$ cat config.mk
export PLATFORM = sky130hd
export DESIGN_NAME = bitfield_pixel_unpacker
export DESIGN_NICKNAME = d
export VERILOG_FILES = /design/src/design/bpu_pkg.sv /design/src/design/bpu_front.sv /design/src/design/bpu_queue.sv /design/src/design/bpu_back.sv /design/src/design/bitfield_pixel_unpacker.sv
export VERILOG_INCLUDE_DIRS = /design/src /design/src/design
export SDC_FILE = /design/constraint.sdc
export NUM_CORES = 2
export LEC_CHECK = 0
export ABC_AREA = 0
export BUFFER_PORTS_ARGS = -buffer_cell sky130_fd_sc_hd__buf_2
export CAP_MARGIN = 25
export CORE_ASPECT_RATIO = 0.7
export CORE_MARGIN = 3
export CORE_UTILIZATION = 65
export DETAILED_ROUTE_END_ITERATION = 10
export PLACE_DENSITY_LB_ADDON = 0.08
export SKIP_LAST_GASP = 1
export SYNTH_ARGS = -nofsm -noshare
export SYNTH_HDL_FRONTEND = slang
export SYNTH_SLANG_ARGS = --single-unit
$ cat constraint.sdc
create_clock -name clk -period 14.8 [get_ports clk]
set_input_delay 2.96 -clock clk [delete_from_list [all_inputs] [get_ports clk]]
set_output_delay 2.96 -clock clk [all_outputs]
set_load 0.01 [all_outputs]
$ cat src/design/bitfield_pixel_unpacker_assert.svh
// Assertion macros used by the pixel unpacker queue.
`ifndef BITFIELD_PIXEL_UNPACKER_ASSERT_SVH
`define BITFIELD_PIXEL_UNPACKER_ASSERT_SVH
`ifndef SYNTH
// Same-cycle implication, checked at every rising clock edge outside reset.
`define BPU_ASSERT_IMP(label, ante, cons) \
	label: assert property (@(posedge clk) disable iff (!arst_n) (ante) |-> (cons)) \
		else $error("bpu assertion failed");
// Next-cycle implication.
`define BPU_ASSERT_NXT(label, ante, cons) \
	label: assert property (@(posedge clk) disable iff (!arst_n) (ante) |=> (cons)) \
		else $error("bpu assertion failed");
`else
`define BPU_ASSERT_IMP(label, ante, cons)
`define BPU_ASSERT_NXT(label, ante, cons)
`endif
`endif

$ cat src/design/bpu_pkg.sv
// Types, constants and helper functions of the bitfield pixel unpacker.
`default_nettype none
package bpu_pkg;
	localparam int NumChan = 4;
	localparam int QueueDepth = 4;
	localparam int QueuePtrBits = $clog2(QueueDepth);
	localparam int QueueCountBits = $clog2(QueueDepth + 1);
	localparam int RemBits = 42;
	localparam int DenBits = 33;
	localparam int QuoBits = 9;

	localparam logic [2:0] RegImageWidth = 3'd0;
	localparam logic [2:0] RegImageHeight = 3'd1;
	localparam logic [2:0] RegBytesPerPixel = 3'd2;
	localparam logic [2:0] RegRedMask = 3'd3;
	localparam logic [2:0] RegGreenMask = 3'd4;
	localparam logic [2:0] RegBlueMask = 3'd5;
	localparam logic [2:0] RegAlphaMask = 3'd6;

	localparam logic [31:0] ResetRedMask = 32'h00FF_0000;
	localparam logic [31:0] ResetGreenMask = 32'h0000_FF00;
	localparam logic [31:0] ResetBlueMask = 32'h0000_00FF;
	localparam logic [31:0] ResetAlphaMask = 32'h0000_0000;

	typedef struct packed {
		logic [31:0] word;
		logic        row_end;
		logic        image_end;
	} entry_t;

	typedef struct packed {
		logic [31:0] mask;
		logic [4:0]  shift;
		logic [5:0]  pop;
	} chan_cfg_t;

	function automatic logic [4:0] lowest_bit(input logic [31:0] m);
		logic [4:0] res;
		res = 5'd0;
		for (int b = 31; b >= 0; b--) begin
			if (m[b]) res = 5'(b);
		end
		return res;
	endfunction

	function automatic logic [5:0] pop_count(input logic [31:0] m);
		logic [5:0] res;
		res = 6'd0;
		for (int b = 0; b < 32; b++) begin
			res = res + 6'(m[b]);
		end
		return res;
	endfunction

	function automatic chan_cfg_t derive(input logic [31:0] m);
		chan_cfg_t c;
		c.mask = m;
		c.shift = lowest_bit(m);
		c.pop = pop_count(m);
		return c;
	endfunction
endpackage
`default_nettype wire

$ cat src/design/bpu_front.sv
// Byte gatherer: builds pixel words, tracks columns, rows and row padding.
`default_nettype none
module bpu_front #(
	parameter int COORD_BITS = 16
) (
	input  wire logic                clk,
	input  wire logic                arst_n,
	input  wire logic                in_valid,
	output logic                     in_stall,
	input  wire logic [7:0]          data_byte,
	input  wire logic [15:0]         image_width,
	input  wire logic [15:0]         image_height,
	input  wire logic [2:0]          bytes_per_pixel,
	input  wire logic                q_full,
	output logic                     push,
	output bpu_pkg::entry_t          push_entry
);
	localparam logic [32:0] LimTop = 33'(1) << COORD_BITS;

	logic [31:0]           word_q;
	logic [1:0]            idx_q;
	logic [COORD_BITS-1:0] col_q;
	logic [COORD_BITS-1:0] row_q;
	logic [1:0]            pad_q;

	logic        accept;
	logic [2:0]  bpp_eff;
	logic [31:0] word_next;
	logic        last_byte;
	logic [32:0] width_lim;
	logic [32:0] height_lim;
	logic        col_end;
	logic        row_last;
	logic [3:0]  row_prod;
	logic [1:0]  pad_next;

	assign in_stall = q_full;
	assign accept = in_valid && !q_full;

	always_comb begin
		if (bytes_per_pixel == 3'd0) bpp_eff = 3'd1;
		else if (bytes_per_pixel > 3'd4) bpp_eff = 3'd4;
		else bpp_eff = bytes_per_pixel;
	end

	always_comb begin
		if (image_width == 16'd0) width_lim = 33'd1;
		else if (33'(image_width) > LimTop) width_lim = LimTop;
		else width_lim = 33'(image_width);
		if (image_height == 16'd0) height_lim = 33'd1;
		else if (33'(image_height) > LimTop) height_lim = LimTop;
		else height_lim = 33'(image_height);
	end

	assign word_next = ((idx_q == 2'd0) ? 32'd0 : word_q) |
		(32'(data_byte) << {idx_q, 3'b000});
	assign last_byte = ({1'b0, idx_q} + 3'd1) >= bpp_eff;
	assign col_end = (33'(col_q) + 33'd1) >= width_lim;
	assign row_last = (33'(row_q) + 33'd1) >= height_lim;
	assign row_prod = 4'(image_width[1:0]) * 4'(bpp_eff[1:0]);
	assign pad_next = 2'd0 - row_prod[1:0];

	assign push = accept && (pad_q == 2'd0) && last_byte;
	assign push_entry.word = word_next;
	assign push_entry.row_end = col_end;
	assign push_entry.image_end = col_end && row_last;

	always_ff @(posedge clk) begin
		if (accept && pad_q == 2'd0) word_q <= word_next;
	end

	always_ff @(posedge clk or negedge arst_n) begin
		if (!arst_n) begin
			idx_q <= '0;
			col_q <= '0;
			row_q <= '0;
			pad_q <= '0;
		end else if (accept) begin
			if (pad_q != 2'd0) begin
				pad_q <= pad_q - 2'd1;
			end else if (!last_byte) begin
				idx_q <= idx_q + 2'd1;
			end else begin
				idx_q <= '0;
				if (col_end) begin
					col_q <= '0;
					pad_q <= pad_next;
					if (row_last) row_q <= '0;
					else row_q <= row_q + COORD_BITS'(1);
				end else begin
					col_q <= col_q + COORD_BITS'(1);
				end
			end
		end
	end
endmodule
`default_nettype wire

$ cat src/design/bpu_queue.sv
// Short word queue between the byte gatherer and the channel scaler.
`default_nettype none
`include "bitfield_pixel_unpacker_assert.svh"
module bpu_queue (
	input  wire logic            clk,
	input  wire logic            arst_n,
	input  wire logic            push,
	input  wire bpu_pkg::entry_t push_entry,
	input  wire logic            pop,
	output bpu_pkg::entry_t      head,
	output logic                 full,
	output logic                 empty
);
	bpu_pkg::entry_t mem_q [bpu_pkg::QueueDepth];
	logic [bpu_pkg::QueuePtrBits-1:0]   wr_ptr_q;
	logic [bpu_pkg::QueuePtrBits-1:0]   rd_ptr_q;
	logic [bpu_pkg::QueueCountBits-1:0] count_q;

	assign full = count_q == bpu_pkg::QueueCountBits'(bpu_pkg::QueueDepth);
	assign empty = count_q == '0;
	assign head = mem_q[rd_ptr_q];

	always_ff @(posedge clk) begin
		if (push) mem_q[wr_ptr_q] <= push_entry;
	end

	always_ff @(posedge clk or negedge arst_n) begin
		if (!arst_n) begin
			wr_ptr_q <= '0;
			rd_ptr_q <= '0;
			count_q <= '0;
		end else begin
			if (push) wr_ptr_q <= wr_ptr_q + bpu_pkg::QueuePtrBits'(1);
			if (pop) rd_ptr_q <= rd_ptr_q + bpu_pkg::QueuePtrBits'(1);
			if (push && !pop) count_q <= count_q + bpu_pkg::QueueCountBits'(1);
			else if (pop && !push) count_q <= count_q - bpu_pkg::QueueCountBits'(1);
		end
	end

	`BPU_ASSERT_IMP(a_no_push_full, push, !full)
	`BPU_ASSERT_IMP(a_no_pop_empty, pop, !empty)
	`BPU_ASSERT_NXT(a_push_fills, push && !pop, !empty)
endmodule
`default_nettype wire

$ cat src/design/bpu_back.sv
// Channel scaler: extracts each masked field and scales it to eight bits.
`default_nettype none
module bpu_back (
	input  wire logic               clk,
	input  wire logic               arst_n,
	input  wire logic               q_empty,
	input  wire bpu_pkg::entry_t    head,
	output logic                    pop,
	input  wire bpu_pkg::chan_cfg_t chan_cfg [bpu_pkg::NumChan],
	output logic                    out_valid,
	input  wire logic               out_stall,
	output logic [7:0]              red,
	output logic [7:0]              green,
	output logic [7:0]              blue,
	output logic [7:0]              alpha,
	output logic                    row_end,
	output logic                    image_end
);
	typedef enum logic [2:0] {
		ST_IDLE,
		ST_SHIFT,
		ST_MUL,
		ST_DIV,
		ST_HOLD
	} state_t;

	state_t state_q;
	logic [3:0] step_q;
	logic [31:0] word_q;
	logic row_end_q;
	logic image_end_q;
	logic [31:0] v_q [bpu_pkg::NumChan];
	logic [bpu_pkg::RemBits-1:0] rem_q [bpu_pkg::NumChan];
	logic [bpu_pkg::DenBits-1:0] den_q [bpu_pkg::NumChan];
	logic [bpu_pkg::QuoBits-1:0] quo_q [bpu_pkg::NumChan];
	logic [7:0] res_q [bpu_pkg::NumChan];
	logic out_valid_q;

	logic [32:0] mx_c [bpu_pkg::NumChan];
	logic [bpu_pkg::RemBits-1:0] trial_c [bpu_pkg::NumChan];
	logic [7:0] scaled_c [bpu_pkg::NumChan];
	logic out_free;

	assign pop = (state_q == ST_IDLE) && !q_empty;
	assign out_free = !out_valid_q || !out_stall;

	always_comb begin
		for (int c = 0; c < bpu_pkg::NumChan; c++) begin
			mx_c[c] = (33'(1) << chan_cfg[c].pop) - 33'd1;
			trial_c[c] = bpu_pkg::RemBits'(den_q[c]) << step_q;
			if (chan_cfg[c].pop == 6'd0) scaled_c[c] = 8'd0;
			else if (quo_q[c][8]) scaled_c[c] = 8'hFF;
			else scaled_c[c] = quo_q[c][7:0];
		end
	end

	always_ff @(posedge clk) begin
		if (pop) begin
			word_q <= head.word;
			row_end_q <= head.row_end;
			image_end_q <= head.image_end;
		end
		for (int c = 0; c < bpu_pkg::NumChan; c++) begin
			if (state_q == ST_SHIFT) v_q[c] <= (word_q & chan_cfg[c].mask) >> chan_cfg[c].shift;
			if (state_q == ST_MUL) begin
				rem_q[c] <= (bpu_pkg::RemBits'(v_q[c]) * bpu_pkg::RemBits'(510)) +
					bpu_pkg::RemBits'(mx_c[c]);
				den_q[c] <= {mx_c[c][31:0], 1'b0};
				quo_q[c] <= '0;
			end
			if (state_q == ST_DIV && rem_q[c] >= trial_c[c]) begin
				rem_q[c] <= rem_q[c] - trial_c[c];
				quo_q[c][step_q] <= 1'b1;
			end
			if (state_q == ST_HOLD && out_free) res_q[c] <= scaled_c[c];
		end
		if (state_q == ST_HOLD && out_free) begin
			row_end <= row_end_q;
			image_end <= image_end_q;
		end
	end

	always_ff @(posedge clk or negedge arst_n) begin
		if (!arst_n) begin
			state_q <= ST_IDLE;
			step_q <= '0;
			out_valid_q <= 1'b0;
		end else begin
			if (state_q == ST_HOLD && out_free) out_valid_q <= 1'b1;
			else if (!out_stall) out_valid_q <= 1'b0;
			unique case (state_q)
				ST_IDLE: begin
					if (!q_empty) state_q <= ST_SHIFT;
				end
				ST_SHIFT: state_q <= ST_MUL;
				ST_MUL: begin
					step_q <= 4'd8;
					state_q <= ST_DIV;
				end
				ST_DIV: begin
					if (step_q == 4'd0) state_q <= ST_HOLD;
					else step_q <= step_q - 4'd1;
				end
				ST_HOLD: begin
					if (out_free) state_q <= ST_IDLE;
				end
				default: state_q <= ST_IDLE;
			endcase
		end
	end

	assign out_valid = out_valid_q;
	assign red = res_q[0];
	assign green = res_q[1];
	assign blue = res_q[2];
	assign alpha = res_q[3];
endmodule
`default_nettype wire

$ cat src/design/bitfield_pixel_unpacker.sv
// Top level of the bitfield pixel unpacker: registers, gatherer, queue, scaler.
// Usage:
//  The input channel (in_valid, in_stall, data_byte) takes one byte of the
//  bitmap pixel array per beat, row padding included. Bytes are gathered
//  little-endian into words of bytes_per_pixel bytes; padding to a four-byte
//  row boundary is swallowed without output.
//  The output channel (out_valid, out_stall) carries one RGBA8888 beat per
//  pixel word, with row_end and image_end flags on the last pixel of a row
//  and of the image.
//  Registers are written through cfg_we / cfg_index / cfg_data while idle.
//  Each pixel word passes from the queue through the scaler states SHIFT,
//  MUL, DIV and HOLD (field extract, one multiply, then a nine-step
//  restoring divide shared by nothing else); the scaler takes the next word
//  only after the last pixel has left HOLD. Bytes enter at one per cycle
//  until the four-entry word queue fills, then in_stall rises.
//  A stalled output beat holds; the scaler waits and the queue keeps filling.
//  Reset clears the stream position and loads the default 32-bit XRGB
//  layout with a width and height of one.
`default_nettype none
module bitfield_pixel_unpacker #(
	parameter int COORD_BITS = 16
) (
	input  wire logic        clk,
	input  wire logic        arst_n,
	input  wire logic        cfg_we,
	input  wire logic [2:0]  cfg_index,
	input  wire logic [31:0] cfg_data,
	input  wire logic        in_valid,
	output logic             in_stall,
	input  wire logic [7:0]  data_byte,
	output logic             out_valid,
	input  wire logic        out_stall,
	output logic [7:0]       red,
	output logic [7:0]       green,
	output logic [7:0]       blue,
	output logic [7:0]       alpha,
	output logic             row_end,
	output logic             image_end
);
	logic [15:0] width_q;
	logic [15:0] height_q;
	logic [2:0]  bpp_q;
	logic [31:0] mask_q [bpu_pkg::NumChan];
	bpu_pkg::chan_cfg_t chan_cfg_q [bpu_pkg::NumChan];

	logic q_full;
	logic q_empty;
	logic push;
	logic pop;
	bpu_pkg::entry_t push_entry;
	bpu_pkg::entry_t head;

	// Register file; writes to an unused index drop.
	always_ff @(posedge clk or negedge arst_n) begin
		if (!arst_n) begin
			width_q <= 16'd1;
			height_q <= 16'd1;
			bpp_q <= 3'd4;
			mask_q[0] <= bpu_pkg::ResetRedMask;
			mask_q[1] <= bpu_pkg::ResetGreenMask;
			mask_q[2] <= bpu_pkg::ResetBlueMask;
			mask_q[3] <= bpu_pkg::ResetAlphaMask;
		end else if (cfg_we) begin
			unique case (cfg_index)
				bpu_pkg::RegImageWidth: width_q <= cfg_data[15:0];
				bpu_pkg::RegImageHeight: height_q <= cfg_data[15:0];
				bpu_pkg::RegBytesPerPixel: bpp_q <= cfg_data[2:0];
				bpu_pkg::RegRedMask: mask_q[0] <= cfg_data;
				bpu_pkg::RegGreenMask: mask_q[1] <= cfg_data;
				bpu_pkg::RegBlueMask: mask_q[2] <= cfg_data;
				bpu_pkg::RegAlphaMask: mask_q[3] <= cfg_data;
				default: ;
			endcase
		end
	end

	// Derive field shift and width, registered, in the cycle after each mask write.
	always_ff @(posedge clk or negedge arst_n) begin
		if (!arst_n) begin
			chan_cfg_q[0] <= bpu_pkg::derive(bpu_pkg::ResetRedMask);
			chan_cfg_q[1] <= bpu_pkg::derive(bpu_pkg::ResetGreenMask);
			chan_cfg_q[2] <= bpu_pkg::derive(bpu_pkg::ResetBlueMask);
			chan_cfg_q[3] <= bpu_pkg::derive(bpu_pkg::ResetAlphaMask);
		end else begin
			for (int c = 0; c < bpu_pkg::NumChan; c++) begin
				chan_cfg_q[c] <= bpu_pkg::derive(mask_q[c]);
			end
		end
	end

	bpu_front #(
		.COORD_BITS(COORD_BITS)
	) u_front (
		.clk(clk),
		.arst_n(arst_n),
		.in_valid(in_valid),
		.in_stall(in_stall),
		.data_byte(data_byte),
		.image_width(width_q),
		.image_height(height_q),
		.bytes_per_pixel(bpp_q),
		.q_full(q_full),
		.push(push),
		.push_entry(push_entry)
	);

	bpu_queue u_queue (
		.clk(clk),
		.arst_n(arst_n),
		.push(push),
		.push_entry(push_entry),
		.pop(pop),
		.head(head),
		.full(q_full),
		.empty(q_empty)
	);

	bpu_back u_back (
		.clk(clk),
		.arst_n(arst_n),
		.q_empty(q_empty),
		.head(head),
		.pop(pop),
		.chan_cfg(chan_cfg_q),
		.out_valid(out_valid),
		.out_stall(out_stall),
		.red(red),
		.green(green),
		.blue(blue),
		.alpha(alpha),
		.row_end(row_end),
		.image_end(image_end)
	);
endmodule
`default_nettype wire

==> Flow_metrics.wiki <==
{| class="wikitable"
! Metric !! Value
|-
| Outcome || complete, no violations
|-
| Vias in the first global route || 71.0k
|-
| Post-synth top area share || 0.216
|-
| Port Buffers || 83
|-
| Core Area || 146,000 µm²
|-
| Max-cap violations || 0
|-
| Final clock skew || 88.0 ps
|-
| Yosys top cell by area || edfxtp_1
|-
| Final net count || 11.0k
|-
| Slew headroom || 0.218
|-
| Die boundary width || 464 µm
|-
| Post-Syn Area per Cell || 9.77 µm²
|-
| Kind of cell adding the most delay to the critical path || compound AO/OA/AOI/OAI gates
|-
| Post-synthesis cell area || 95,500 µm²
|-
| Number of buffers added by the clock tree synthesis step || 108
|-
| Starting density of the core || 0.656
|-
| Root cell of the clock tree || clkbuf_16
|-
| Commonest cells after routing, fill and taps aside || 1,187 x inv_1, 883 x nand2_1, 775 x o21ai_0, 701 x fa_1, 687 x edfxtp_1
|-
| Final hold violation count || 0
|-
| Number of nets still failing antenna checks after routing || 0
|-
| Tightest Pin Transition || 1170 ps
|-
| Crit Path Max Fanout || 5
|-
| Vert. Die Dim || 327 µm
|-
| Class of the worst hold path || flip-flop to flip-flop
|-
| Setup repair after global routing missed its margin || no
|-
| Async set-or-reset flop fraction in the synthesized netlist || 0.357
|-
| Die area || 152,000 µm²
|-
| Total count of max-transition violations in the final report || 0
|-
| WP buf/inv || 4
|-
| Final critical path time including I/O delays and setup || 8050 ps
|-
| Quantity of hold-fixing buffers added after cts || 0
|-
| Initial antenna violation count || 16
|-
| Via count of the routed design || 73.6k
|-
| Total nets after synthesis || 11.1k
|-
| Fraction of the yosys area taken by sequential cells || 0.320
|-
| Post-route DRC || 0
|-
| Cell types occupying the most area after synthesis || edfxtp_1 22%, fa_1 15%, dfrtp_1 8.6%
|-
| Number of synthesis warnings || 0
|-
| Wire length per cell after detailed routing || 22.6 µm
|-
| Overall global routing resource usage || 0.350
|-
| DRC marker count from the first detailed-route iteration || 8,048
|-
| Highest achievable clock rate || 0.124 GHz
|-
| Beginning of the critical path || u_back.v_q[3][4]$_DFFE_PP_
|-
| P&R area growth vs syn || 6.31%
|-
| Origin of the critical flop-to-flop path || u_back.v_q[3][4]$_DFFE_PP_
|-
| Post-synthesis cell count || 9,772
|-
| Reg clk slew, reported paths || 70 ps
|-
| Kind of end point of the critical path || flip-flop
|-
| Final RePlAce weighted congestion || 0.971
|-
| Sinks on the clock net || 1,082
|-
| Crit-path max cell delay || 550 ps
|-
| Wirelength, routed || 266,000 µm
|-
| Setup-failing EPs final || 0
|-
| Critical Setup Path Class || flip-flop to flip-flop
|-
| Count of instances resized after the clock tree is built || 0
|-
| Library cell contributing the largest single delay on the critical path || fa_1
|-
| Sum Neg Setup Slack || 0 ps
|-
| Maximum clock path buffer count || 3
|-
| Number of library cell types mapped by synthesis || 117
|-
| Number of setup buffers added after CTS || 0
|-
| Synth Register Bits || 1,082
|-
| Worst Path Arrival || 8530 ps
|-
| Number of placed I/O pins || 84
|-
| Number of flops mapped to enable cells by yosys || 687
|-
| Hpwl dp || 207,000 µm
|-
| First-pass iteration count of the detailed router || 6
|-
| Commonest non-fill, non-tap cell in the layout || inv_1
|-
| Number of standard-cell rows in the floorplan || 117
|-
| Fraction of final layout cells sized beyond drive strength 1 || 0.0855
|-
| Top FF cell, synth || edfxtp_1
|-
| Pin count of the biggest net entering global routing || 98
|-
| TritonCTS clock tree || built
|-
| Clock network latency to the later pin of the worst-skew pair || 800 ps
|-
| Mean number of vias per cell || 6.27
|-
| Worst endpoint required time || 15,280 ps
|-
| Part of the cycle the worst path needs || 0.544
|-
| First-pass GRT wire length || 413,000 µm
|-
| Source of the worst hold timing path || mask_q[76]$_DFFE_PN1P_
|-
| H-tree depth || 3
|-
| Startpoint kind of the worst setup timing path || flip-flop
|-
| Total gr overflow || 0
|}
==> flip-flops by register name, indices dropped and copies added (netlist names), 4 cells and up <==
register and cells:
mask_q 128, chan_cfg_q 172, u_back.quo_q 36, u_front.row_q 16, u_front.col_q 16, width_q 16, u_queue.mem_q 136, u_back.step_q 4
u_back.res_q 32, height_q 16, u_back.den_q 128, u_back.rem_q 168, u_front.word_q 32, u_back.word_q 32, u_back.v_q 128
==> final cells by class <==
cell class,instances,area (µm²)
Sequential cell,1082,30600
Multi-Input combinational cell,7112,59100
Antenna cell,12,30.0
Fill cell,11000,44100
Timing Repair Buffer,174,1270
Inverter,1193,4480
Tap cell,1963,2460
Clock buffer,144,2950
Clock inverter,61,671
==> kinds of logic after synthesis <==
logic type | share of synthesized area
and+or+nand+nor | 0.114
muxes | 0.0826
adders and majority gates | 0.227
xor gates and xnor gates | 0.0428
DFF | 0.320
buffers and inverters | 0.0623
AOI/OAI and AO/OA | 0.151
==> worst reg2reg max path: cells and delay by family (launching register included) <==
| kind | cells | cell delay (ps) |
|---|---|---|
| buffers and inverters | 4 | 410 |
| flip-flops | 1 | 370 |
| XOR/XNOR | 2 | 250 |
| adder cells (fa/ha/maj) | 6 | 2850 |
| AO/OA/AOI/OAI | 15 | 3460 |
| multiplexers | 1 | 80 |
| AND/OR/NAND/NOR | 2 | 310 |
==> synth_stat cells, types with 25 or more instances <==
cell type / count
nand3b_1: 25
dfstp_2: 56
nand3_1: 230
nor3_1: 158
nor2b_1: 95
nand4_1: 56
inv_1: 1190
ha_1: 612
xor2_1: 164
mux2_2: 206
dfrtp_1: 330
xnor2_1: 301
and3_1: 58
nor4_1: 60
a211oi_1: 81
mux2i_1: 321
a21o_1: 240
nor2_1: 557
nand2b_1: 83
a31oi_1: 47
o21ai_0: 776
or2_2: 36
fa_1: 701
or3_1: 36
a21boi_0: 28
a21oi_1: 632
mux4_2: 104
o21a_1: 115
buf_1: 75
o21ai_1: 31
edfxtp_1: 687
o31ai_1: 37
clkbuf_1: 288
o21bai_1: 85
nand2_1: 886
==> per-layer routing <==
layer	vias to the layer above	global-route usage	share of wire
met2	3301	0.493	0.41
met5	-	0	0.00036
met4	14	0.104	0.032
li1	33900	-	-
met1	35900	0.532	0.44
met3	422	0.0913	0.11
==> metrics by stage <==
stage | area [µm²] | hold slack [ps] | utilization | std cells | setup slack, ps
after floorplan | 95500 | 367 | - | 9772 | 4110
after global placement | 97600 | 373 | 0.670 | 11500 | 6810
after detailed placement | 97700 | 374 | 0.671 | 11500 | 6690
after CTS | 101000 | 385 | 0.696 | 11700 | 6700
after global routing | 102000 | 396 | 0.697 | 11700 | 6160
final | 102000 | 387 | 0.697 | 11700 | 6750
==> worst paths after layout <==
kind	end	slack, ps	cells past startpoint
min reg2reg	chan_cfg_q[109]$_DFF_PN1_	390	0
max	u_back.rem_q[1][72]$_DFFE_PP_	6750	30
min	chan_cfg_q[109]$_DFF_PN1_	390	0
min in group asynchronous	chan_cfg_q[45]$_DFF_PN0_	2150	1
max in group asynchronous	chan_cfg_q[2]$_DFF_PN0_	9930	5
max reg2reg	u_back.rem_q[1][72]$_DFFE_PP_	6750	30
Power is not shown: default switching activity piles up to over one toggle a cycle in this logic, so the estimate is an artifact.
